[src/hdl/ffba_pkg.sv]
// Shared types and constants of the first-fit granule allocator.
`timescale 1ns / 1ps

package ffba_pkg;

  localparam int SIZE_W  = 7;
  localparam int KEY_W   = 32;
  localparam int FIELD_W = 5;
  localparam int STAT_W  = 2;

  localparam logic [STAT_W-1:0] ST_OK       = 2'd0;
  localparam logic [STAT_W-1:0] ST_FULL     = 2'd1;
  localparam logic [STAT_W-1:0] ST_NOTFOUND = 2'd2;

  localparam logic CMD_ALLOC = 1'b0;
  localparam logic CMD_FREE  = 1'b1;

  // Commands from the controller to the datapath.
  typedef struct packed {
    logic latch;
    logic find_step;
    logic c_look;
    logic c_move;
    logic commit;
    logic f_read;
    logic f_cmp;
    logic f_gran;
    logic release_run;
    logic load_out;
  } dp_cmd_t;

  // Status from the datapath to the controller.
  typedef struct packed {
    logic in_free;
    logic in_zero;
    logic found;
    logic last;
    logic comp_done;
    logic fhit;
  } dp_sts_t;

endpackage

[src/hdl/first_fit_block_allocator.sv]
// Top level of the first-fit granule allocator with compaction.
`timescale 1ns / 1ps
// A free scans the key table, reading and then comparing each table entry in turn.
// An allocate scans the free map for a run of free granules; when none is found,
// compaction walks the granules, looking up and then moving the entry at each, and
// the scan runs again. One command is in flight at a time; a finished
// result waits in the output register while the next transaction is accepted.
// Synchronous reset empties the table and marks every granule free at once.

module first_fit_block_allocator import ffba_pkg::*; #(
  parameter int NUM_BLOCKS    = 16,
  parameter int GRANULE_BYTES = 5
) (
  input  logic               clk,
  input  logic               rst,
  input  logic               in_valid,
  output logic               in_ready,
  input  logic               command,
  input  logic [KEY_W-1:0]   name_key,
  input  logic [SIZE_W-1:0]  size_bytes,
  output logic               out_valid,
  input  logic               out_ready,
  output logic [STAT_W-1:0]  status,
  output logic [FIELD_W-1:0] start_block,
  output logic [FIELD_W-1:0] block_count,
  output logic               did_compact
);

  // The controller sequences the scans; the datapath holds all storage.
  dp_cmd_t cmd;
  dp_sts_t sts;

  ffba_controller u_ctrl (
    .clk       (clk),
    .rst       (rst),
    .in_valid  (in_valid),
    .in_ready  (in_ready),
    .out_valid (out_valid),
    .out_ready (out_ready),
    .sts       (sts),
    .cmd       (cmd)
  );

  ffba_datapath #(
    .NUM_BLOCKS    (NUM_BLOCKS),
    .GRANULE_BYTES (GRANULE_BYTES)
  ) u_dp (
    .clk         (clk),
    .rst         (rst),
    .command     (command),
    .name_key    (name_key),
    .size_bytes  (size_bytes),
    .cmd         (cmd),
    .sts         (sts),
    .status      (status),
    .start_block (start_block),
    .block_count (block_count),
    .did_compact (did_compact)
  );

endmodule

[src/hdl/ffba_datapath.sv]
// Datapath of the allocator: tables, free map, scan counters and result registers.
`timescale 1ns / 1ps

module ffba_datapath import ffba_pkg::*; #(
  parameter int NUM_BLOCKS    = 16,
  parameter int GRANULE_BYTES = 5
) (
  input  logic                clk,
  input  logic                rst,
  input  logic                command,
  input  logic [KEY_W-1:0]    name_key,
  input  logic [SIZE_W-1:0]   size_bytes,
  input  dp_cmd_t             cmd,
  output dp_sts_t             sts,
  output logic [STAT_W-1:0]   status,
  output logic [FIELD_W-1:0]  start_block,
  output logic [FIELD_W-1:0]  block_count,
  output logic                did_compact
);

  localparam int IW = $clog2(NUM_BLOCKS);
  localparam int GW = $clog2(NUM_BLOCKS + 1);
  localparam int TAB_N = 2 ** SIZE_W;

  // Granules needed for each byte size, fixed at elaboration.
  logic [SIZE_W-1:0] need_tab [TAB_N];
  for (genvar i = 0; i < TAB_N; i++) begin : g_need
    assign need_tab[i] = SIZE_W'((i + GRANULE_BYTES - 1) / GRANULE_BYTES);
  end

  // Table storage: valid bits and starts in flops, keys and sizes in memories.
  logic [NUM_BLOCKS-1:0] entry_valid;
  logic [GW-1:0]         entry_start [NUM_BLOCKS];
  logic [KEY_W-1:0]      key_mem [NUM_BLOCKS];
  logic [GW-1:0]         gran_mem [NUM_BLOCKS];
  logic [KEY_W-1:0]      key_rd;
  logic [GW-1:0]         gran_rd;
  logic [NUM_BLOCKS-1:0] free_map;

  logic [KEY_W-1:0]  key_r;
  logic [SIZE_W-1:0] need_r;
  logic [IW-1:0]     g;
  logic [GW-1:0]     run;
  logic [GW-1:0]     pos;
  logic [GW-1:0]     s_r;
  logic              comp_r;
  logic [IW-1:0]     cm_e;
  logic              cm_hit;
  logic [IW-1:0]     best;
  logic [GW-1:0]     best_start;
  logic              fhit;

  logic [STAT_W-1:0]  res_status;
  logic [FIELD_W-1:0] res_start;
  logic [FIELD_W-1:0] res_count;
  logic               res_comp;

  function automatic logic [NUM_BLOCKS-1:0] run_mask(input logic [GW-1:0] st,
                                                     input logic [GW-1:0] cnt);
    logic [NUM_BLOCKS-1:0] m;
    logic [GW:0]           ip;
    for (int i = 0; i < NUM_BLOCKS; i++) begin
      ip   = (GW + 1)'(i + 1);
      m[i] = (ip >= {1'b0, st}) && (ip < ({1'b0, st} + {1'b0, cnt}));
    end
    return m;
  endfunction

  logic              last;
  logic [GW-1:0]     run_new;
  logic              hit;
  logic [GW-1:0]     start1;
  logic [IW-1:0]     slot;
  logic              slot_ok;
  logic [IW-1:0]     match_e;
  logic              match_any;
  logic [GW-1:0]     pos_new;
  logic [NUM_BLOCKS-1:0] amask;
  logic [NUM_BLOCKS-1:0] fmask;
  logic [NUM_BLOCKS-1:0] top_free;
  logic [IW-1:0]     gran_addr;

  assign last    = (g == IW'(NUM_BLOCKS - 1));
  assign run_new = free_map[g] ? GW'(run + GW'(1)) : '0;
  assign hit     = (SIZE_W'(run_new) == need_r);
  assign start1  = GW'(GW'(g) + GW'(1) - run_new + GW'(1));
  assign pos_new = GW'(pos + gran_rd);
  assign amask   = run_mask(s_r, GW'(need_r));
  assign fmask   = run_mask(best_start, gran_rd);

  always_comb begin
    slot      = '0;
    slot_ok   = 1'b0;
    match_e   = '0;
    match_any = 1'b0;
    for (int e = NUM_BLOCKS - 1; e >= 0; e--) begin
      if (!entry_valid[e]) begin
        slot    = IW'(e);
        slot_ok = 1'b1;
      end
      if (entry_valid[e] && entry_start[e] == GW'(GW'(g) + GW'(1))) begin
        match_e   = IW'(e);
        match_any = 1'b1;
      end
    end
    for (int i = 0; i < NUM_BLOCKS; i++) begin
      top_free[i] = (GW'(i) >= pos_new);
    end
  end

  assign gran_addr = cmd.c_look ? match_e : best;

  always_ff @(posedge clk) begin
    if (cmd.f_read) begin
      key_rd <= key_mem[g];
    end
    gran_rd <= gran_mem[gran_addr];
    if (cmd.commit && slot_ok) begin
      key_mem[slot]  <= key_r;
      gran_mem[slot] <= GW'(need_r);
    end
  end

  always_ff @(posedge clk) begin
    if (rst) begin
      entry_valid <= '0;
      free_map    <= '1;
      comp_r      <= 1'b0;
      fhit        <= 1'b0;
      cm_hit      <= 1'b0;
    end else begin
      if (cmd.latch) begin
        key_r      <= name_key;
        need_r     <= need_tab[size_bytes];
        g          <= '0;
        run        <= '0;
        pos        <= '0;
        comp_r     <= 1'b0;
        fhit       <= 1'b0;
        res_status <= ST_FULL;
        res_start  <= '0;
        res_count  <= '0;
        res_comp   <= 1'b0;
      end
      if (cmd.find_step) begin
        g   <= last ? '0 : IW'(g + IW'(1));
        run <= run_new;
        if (hit) begin
          s_r <= start1;
        end
      end
      if (cmd.c_look) begin
        cm_e   <= match_e;
        cm_hit <= match_any;
      end
      if (cmd.c_move) begin
        if (cm_hit) begin
          entry_start[cm_e] <= GW'(pos + GW'(1));
          pos               <= pos_new;
        end
        g <= last ? '0 : IW'(g + IW'(1));
        if (last) begin
          free_map <= cm_hit ? top_free : run_mask(GW'(pos + GW'(1)), GW'(NUM_BLOCKS));
          comp_r   <= 1'b1;
          res_comp <= 1'b1;
          run      <= '0;
        end
      end
      if (cmd.commit && slot_ok) begin
        entry_valid[slot] <= 1'b1;
        entry_start[slot] <= s_r;
        free_map          <= free_map & ~amask;
        res_status        <= ST_OK;
        res_start         <= FIELD_W'(s_r);
        res_count         <= FIELD_W'(need_r);
      end
      if (cmd.f_cmp) begin
        if (entry_valid[g] && key_rd == key_r && (!fhit || entry_start[g] < best_start)) begin
          best       <= g;
          best_start <= entry_start[g];
          fhit       <= 1'b1;
        end
        g <= last ? '0 : IW'(g + IW'(1));
      end
      if (cmd.f_gran && !fhit) begin
        res_status <= ST_NOTFOUND;
      end
      if (cmd.release_run) begin
        entry_valid[best] <= 1'b0;
        free_map          <= free_map | fmask;
        res_status        <= ST_OK;
        res_start         <= FIELD_W'(best_start);
        res_count         <= FIELD_W'(gran_rd);
      end
      if (cmd.load_out) begin
        status      <= res_status;
        start_block <= res_start;
        block_count <= res_count;
        did_compact <= res_comp;
      end
    end
  end

  assign sts.in_free   = (command == CMD_FREE);
  assign sts.in_zero   = (size_bytes == '0);
  assign sts.found     = hit;
  assign sts.last      = last;
  assign sts.comp_done = comp_r;
  assign sts.fhit      = fhit;

  // A new allocation only ever covers granules that were free.
  a_alloc_free: assert property (@(posedge clk) disable iff (rst)
    (cmd.commit && slot_ok) |-> ((free_map & amask) == amask))
    else $error("allocation overlaps live granules");

  // A released run was fully allocated before the release.
  a_release_used: assert property (@(posedge clk) disable iff (rst)
    cmd.release_run |-> ((free_map & fmask) == '0))
    else $error("released run was already free");

  // Compaction runs at most once for one command.
  a_single_compact: assert property (@(posedge clk) disable iff (rst)
    cmd.c_look |-> !comp_r)
    else $error("second compaction in one command");

endmodule

[src/hdl/ffba_controller.sv]
// Controller state machine of the allocator.
`timescale 1ns / 1ps

module ffba_controller import ffba_pkg::*; (
  input  logic    clk,
  input  logic    rst,
  input  logic    in_valid,
  output logic    in_ready,
  output logic    out_valid,
  input  logic    out_ready,
  input  dp_sts_t sts,
  output dp_cmd_t cmd
);

  typedef enum logic [9:0] {
    S_IDLE   = 10'b0000000001,
    S_FIND   = 10'b0000000010,
    S_CLOOK  = 10'b0000000100,
    S_CMOVE  = 10'b0000001000,
    S_COMMIT = 10'b0000010000,
    S_FREAD  = 10'b0000100000,
    S_FCMP   = 10'b0001000000,
    S_FGRAN  = 10'b0010000000,
    S_FREL   = 10'b0100000000,
    S_RESP   = 10'b1000000000
  } state_t;

  state_t state, state_next;
  logic   out_free;

  assign in_ready = (state == S_IDLE);
  assign out_free = !out_valid || out_ready;

  always_comb begin
    state_next = state;
    cmd        = '0;
    unique case (state)
      S_IDLE: begin
        if (in_valid) begin
          cmd.latch = 1'b1;
          if (sts.in_free) begin
            state_next = S_FREAD;
          end else if (sts.in_zero) begin
            state_next = S_RESP;
          end else begin
            state_next = S_FIND;
          end
        end
      end
      S_FIND: begin
        cmd.find_step = 1'b1;
        if (sts.found) begin
          state_next = S_COMMIT;
        end else if (sts.last) begin
          state_next = sts.comp_done ? S_RESP : S_CLOOK;
        end
      end
      S_CLOOK: begin
        cmd.c_look = 1'b1;
        state_next = S_CMOVE;
      end
      S_CMOVE: begin
        cmd.c_move = 1'b1;
        state_next = sts.last ? S_FIND : S_CLOOK;
      end
      S_COMMIT: begin
        cmd.commit = 1'b1;
        state_next = S_RESP;
      end
      S_FREAD: begin
        cmd.f_read = 1'b1;
        state_next = S_FCMP;
      end
      S_FCMP: begin
        cmd.f_cmp  = 1'b1;
        state_next = sts.last ? S_FGRAN : S_FREAD;
      end
      S_FGRAN: begin
        cmd.f_gran = 1'b1;
        state_next = sts.fhit ? S_FREL : S_RESP;
      end
      S_FREL: begin
        cmd.release_run = 1'b1;
        state_next      = S_RESP;
      end
      S_RESP: begin
        if (out_free) begin
          cmd.load_out = 1'b1;
          state_next   = S_IDLE;
        end
      end
      default: begin
        state_next = S_IDLE;
      end
    endcase
  end

  always_ff @(posedge clk) begin
    if (rst) begin
      state     <= S_IDLE;
      out_valid <= 1'b0;
    end else begin
      state <= state_next;
      if (cmd.load_out) begin
        out_valid <= 1'b1;
      end else if (out_ready) begin
        out_valid <= 1'b0;
      end
    end
  end

endmodule
[config.mk]
export PLATFORM = sky130hd
export DESIGN_NAME = first_fit_block_allocator
export DESIGN_NICKNAME = d
export VERILOG_FILES = /design/src/hdl/ffba_pkg.sv /design/src/hdl/first_fit_block_allocator.sv /design/src/hdl/ffba_datapath.sv /design/src/hdl/ffba_controller.sv
export SDC_FILE = /design/constraint.sdc
export NUM_CORES = 1
export LEC_CHECK = 0
export ABC_AREA = 1
export ABC_CLOCK_PERIOD_IN_PS = 4360
export BUFFER_PORTS_ARGS = -buffer_cell sky130_fd_sc_hd__buf_2
export CAP_MARGIN = 5
export CORE_MARGIN = 5
export CORE_UTILIZATION = 45
export DETAILED_ROUTE_END_ITERATION = 16
export PLACE_DENSITY_LB_ADDON = 0.15
export SETUP_SLACK_MARGIN = 0.4
export SYNTH_ARGS = -nofsm -noshare
export SYNTH_HDL_FRONTEND = slang
export SYNTH_SLANG_ARGS = --single-unit
[constraint.sdc]
create_clock -name clk -period 4.36 [get_ports clk]
set_input_delay 0.872 -clock clk [delete_from_list [all_inputs] [get_ports clk]]
set_output_delay 0.872 -clock clk [all_outputs]
set_load 0.02 [all_outputs]
==> impl_metrics.py <==
metrics = {
    "job": {
        "maxCapViolations": 0,
    },
    "synthesis": {
        "netlist_instances": 3322,
        "synth_area_leaders": "edfxtp_1, nand2_1, o21ai_0",
        "syn_avg_cell_area_um2": 11.2,
        "synth-edff-count": 799,
        "synth_top_area_share_pct": 64.2,
        "seq_area_frac_synth_pct": 67.2,
        "syn_nets": 3399,
        "syn_area_um2": 37400,
        "synth_warnings": 0,
        "synth_commonest_cells": "edfxtp_1, nand2_1, o21ai_0",
        "ys_ff_latch": 854,
        "synthDistinctLibCells": 62,
        "synth-main-ff-cell": "edfxtp_1",
        "synth.most_common_cell": "edfxtp_1",
        "async_flop_share_pct": 0,
        "yosysTopAreaCell": "edfxtp_1",
    },
    "clocking": {
        "cts_tree": "built",
        "cts_root_buf": "clkbuf_16",
        "cts_buffers": 91,
        "clock_path_buffers": 3,
        "insertion_delay_ns": 0.65,
        "path_clk_slew_ns": 0.06,
        "cts-hold-fix-buffers": 0,
        "cts_sinks": 854,
        "htreeDepth": 3,
    },
    "drt": {
        "routedWlPerCell_um": 24.4,
        "viasPerCell": 5.85,
        "drtPass1Iterations": 6,
        "drt.antenna.violating_nets": 0,
        "drc_errors": 0,
        "wl_mm": 111,
        "vias": 26600,
        "drt_iter0_markers": 2822,
    },
    "floorplanning": {
        "rows": 105,
        "pin_count": 59,
        "die-area_um2": 88900,
        "die_w_um": 298,
        "die_y_um": 298,
        "core_area_um2": 82200,
        "start_util_pct": 45.4,
    },
    "sta": {
        "rsz0062_at_grt": "true",
        "finalSetupTns_ns": 0,
        "finalMaxSlewViolations": 0,
        "layout_min_cycle_time_ns": 3.69,
        "setup_viol": 0,
        "maxSlewHeadroom_pct": 28.9,
        "clock.fmax_mhz": 271,
        "timing_hold_violations_final": 0,
        "skew_ns": 0.0230,
        "worst_pin_slew_ns": 1.07,
        "fin_hold_ws_ns": 0.396,
        "timing.final.crit_share_pct": 84.7,
    },
    "finish": {
        "layout-drive-gt1-share_pct": 10.1,
        "fill_cells": 7226,
        "num_antenna_cells": 0,
        "stdcell_area_um2": 42200,
        "nets": 3483,
        "fin_util_pct": 51.3,
        "areaGrowthSynthToFinish_pct": 13.0,
        "fin_cells": 4552,
    },
    "global_routing": {
        "antenna_found_initial": 1,
        "grt_pass1_vias": 26000,
        "grt_use_total_pct": 24.3,
        "gr-total-overflow": 0,
        "grt_max_degree": 155,
        "grt_first_pass_wirelength_mm": 166,
    },
    "critical_path": {
        "arrival_ns": 4.21,
        "worst-r2r-setup-slack_ns": 0.67,
        "cp_max_fo": 20,
        "crit_path_start": "u_dp.g[0]",
        "cp-end-kind": "flop",
        "critical_path_class": "flop to flop",
        "reg2reg_depth": 20,
        "worstPathRequired_ns": 4.88,
        "r2r_start": "u_dp.g[0]",
        "rr_endpoint": "u_dp.gran_rd[3]",
        "startpoint_type": "flop",
    },
    "placed_design": {
        "numPortBuffers": 58,
        "dpl-instance-area_um2": 39200,
        "dp.cells": 4378,
        "gp_congestion": 0.933,
        "dp_hpwl_mm": 66.7,
    },
    "power_and_ir_drop": {
        "p_leak_uw": 0.0152,
        "power_density_nw_per_um2": 476,
        "ir_drop_mv": 0.381,
    },
    "hold_path": {
        "hp-class": "input pin to flop",
        "whs_path_depth": 1,
        "min_from": "name_key[22]",
        "hold_end": "u_dp.key_r[22]",
    },
    "outcome": {
        "status": "completed",
    },
}
## flip-flops by register name (all words and copies together) (netlist names), 10 cells and up, named ones only
signal	count
u_dp.key_mem	512
u_dp.entry_start	80
u_dp.gran_mem	80
u_dp.key_r	32
u_dp.key_rd	32
u_dp.entry_valid	16
u_dp.free_map	16
u_ctrl.state	10
## power breakdown
group | total (uW) | switching (uW) | internal [uW]
clock network | 7600 | 3230 | 4370
registers | 9630 | 284 | 9350
logic | 2850 | 2040 | 812
## worst max path at each step
| stage | end | cells past startpoint |
|---|---|---|
| final | u_dp.gran_rd[3] | 20 |
| after global routing | u_dp.gran_rd[0] | 29 |
| after CTS | u_dp.entry_start[13][2] | 11 |
| after detailed placement | u_dp.entry_start[13][2] | 11 |
| after global placement | u_dp.gran_rd[3] | 28 |
| after floorplan | u_dp.key_r[0] | 7 |
## cell usage in the layout, fill, tap and decap left out, types with 21 or more instances in the layout
cell / count
a21oi_1: 184
a221oi_1: 43
buf_2: 58
buf_4: 79
clkbuf_1: 21
clkbuf_16: 92
clkinv_1: 27
dfxtp_1: 54
edfxtp_1: 799
ha_1: 29
inv_1: 277
nand2_1: 544
nand3_1: 213
nand4_1: 40
nor2_1: 281
nor2_4: 21
nor3_1: 28
o21ai_0: 302
o221ai_1: 43
o22ai_1: 63
xor2_1: 42
## through the flow
step	total power (uW)	setup WS, ns
global route	20900	0.383
detailed placement	12600	0.531
CTS	20200	0.496
finish	20100	0.669
floorplan	11500	0.508
global placement	12600	0.682
## per-layer routing
metal | track usage, % | wire [um]
met5 | 0 | 11
met4 | 6.93 | 3330
met3 | 3.61 | 7390
met2 | 40.3 | 53100
met1 | 33.6 | 47400
## area by class of cell
class                      instances  area, um^2  area share, %
sequential                       854       25100           59.5
timing repair inverter             1        7.51         0.0178
clock inverter                    49         454           1.08
inverter                         297        1130           2.67
multi-input combinational       2013       10600           25.2
tap                             1070        1340           3.17
clock buffer                     120        2480           5.87
timing repair buffer             148        1090           2.59
## kinds of logic after synthesis
kind of cell / Yosys count / share of synthesized area, %
AOI/OAI and AO/OA: 743 / 11.9
xor gates and xnor gates: 57 / 1.34
adders and majority gates: 33 / 1.19
buffers and inverters: 455 / 4.86
DFF: 854 / 67.2
muxes: 7 / 0.188
and+or+nand+nor: 1173 / 13.4
## what timing repair did
action	4_1_cts	5_1_grt
setup buffers	0	4
setup endpoints to repair	0	85
resized for setup	0	6
## critical path: stages, from the launching register on
cell and delay, ns:
edfxtp_1 0.42, ha_1 0.31, nand3_4 0.33, inv_2 0.30, nand2_1 0.07, nand2_1 0.06, nand2_1 0.05, nor2_1 0.12
a21oi_1 0.10, inv_1 0.07, a31oi_1 0.08, o21ai_0 0.15, nand2_1 0.07, nand2_1 0.05, nand2_1 0.10, o21bai_2 0.45
clkinvlp_4 0.40, nand3_1 0.18, nand3_1 0.08, nand3_1 0.10, nand2_1 0.06
No activity file was read; power rests on OpenSTA's default activity.
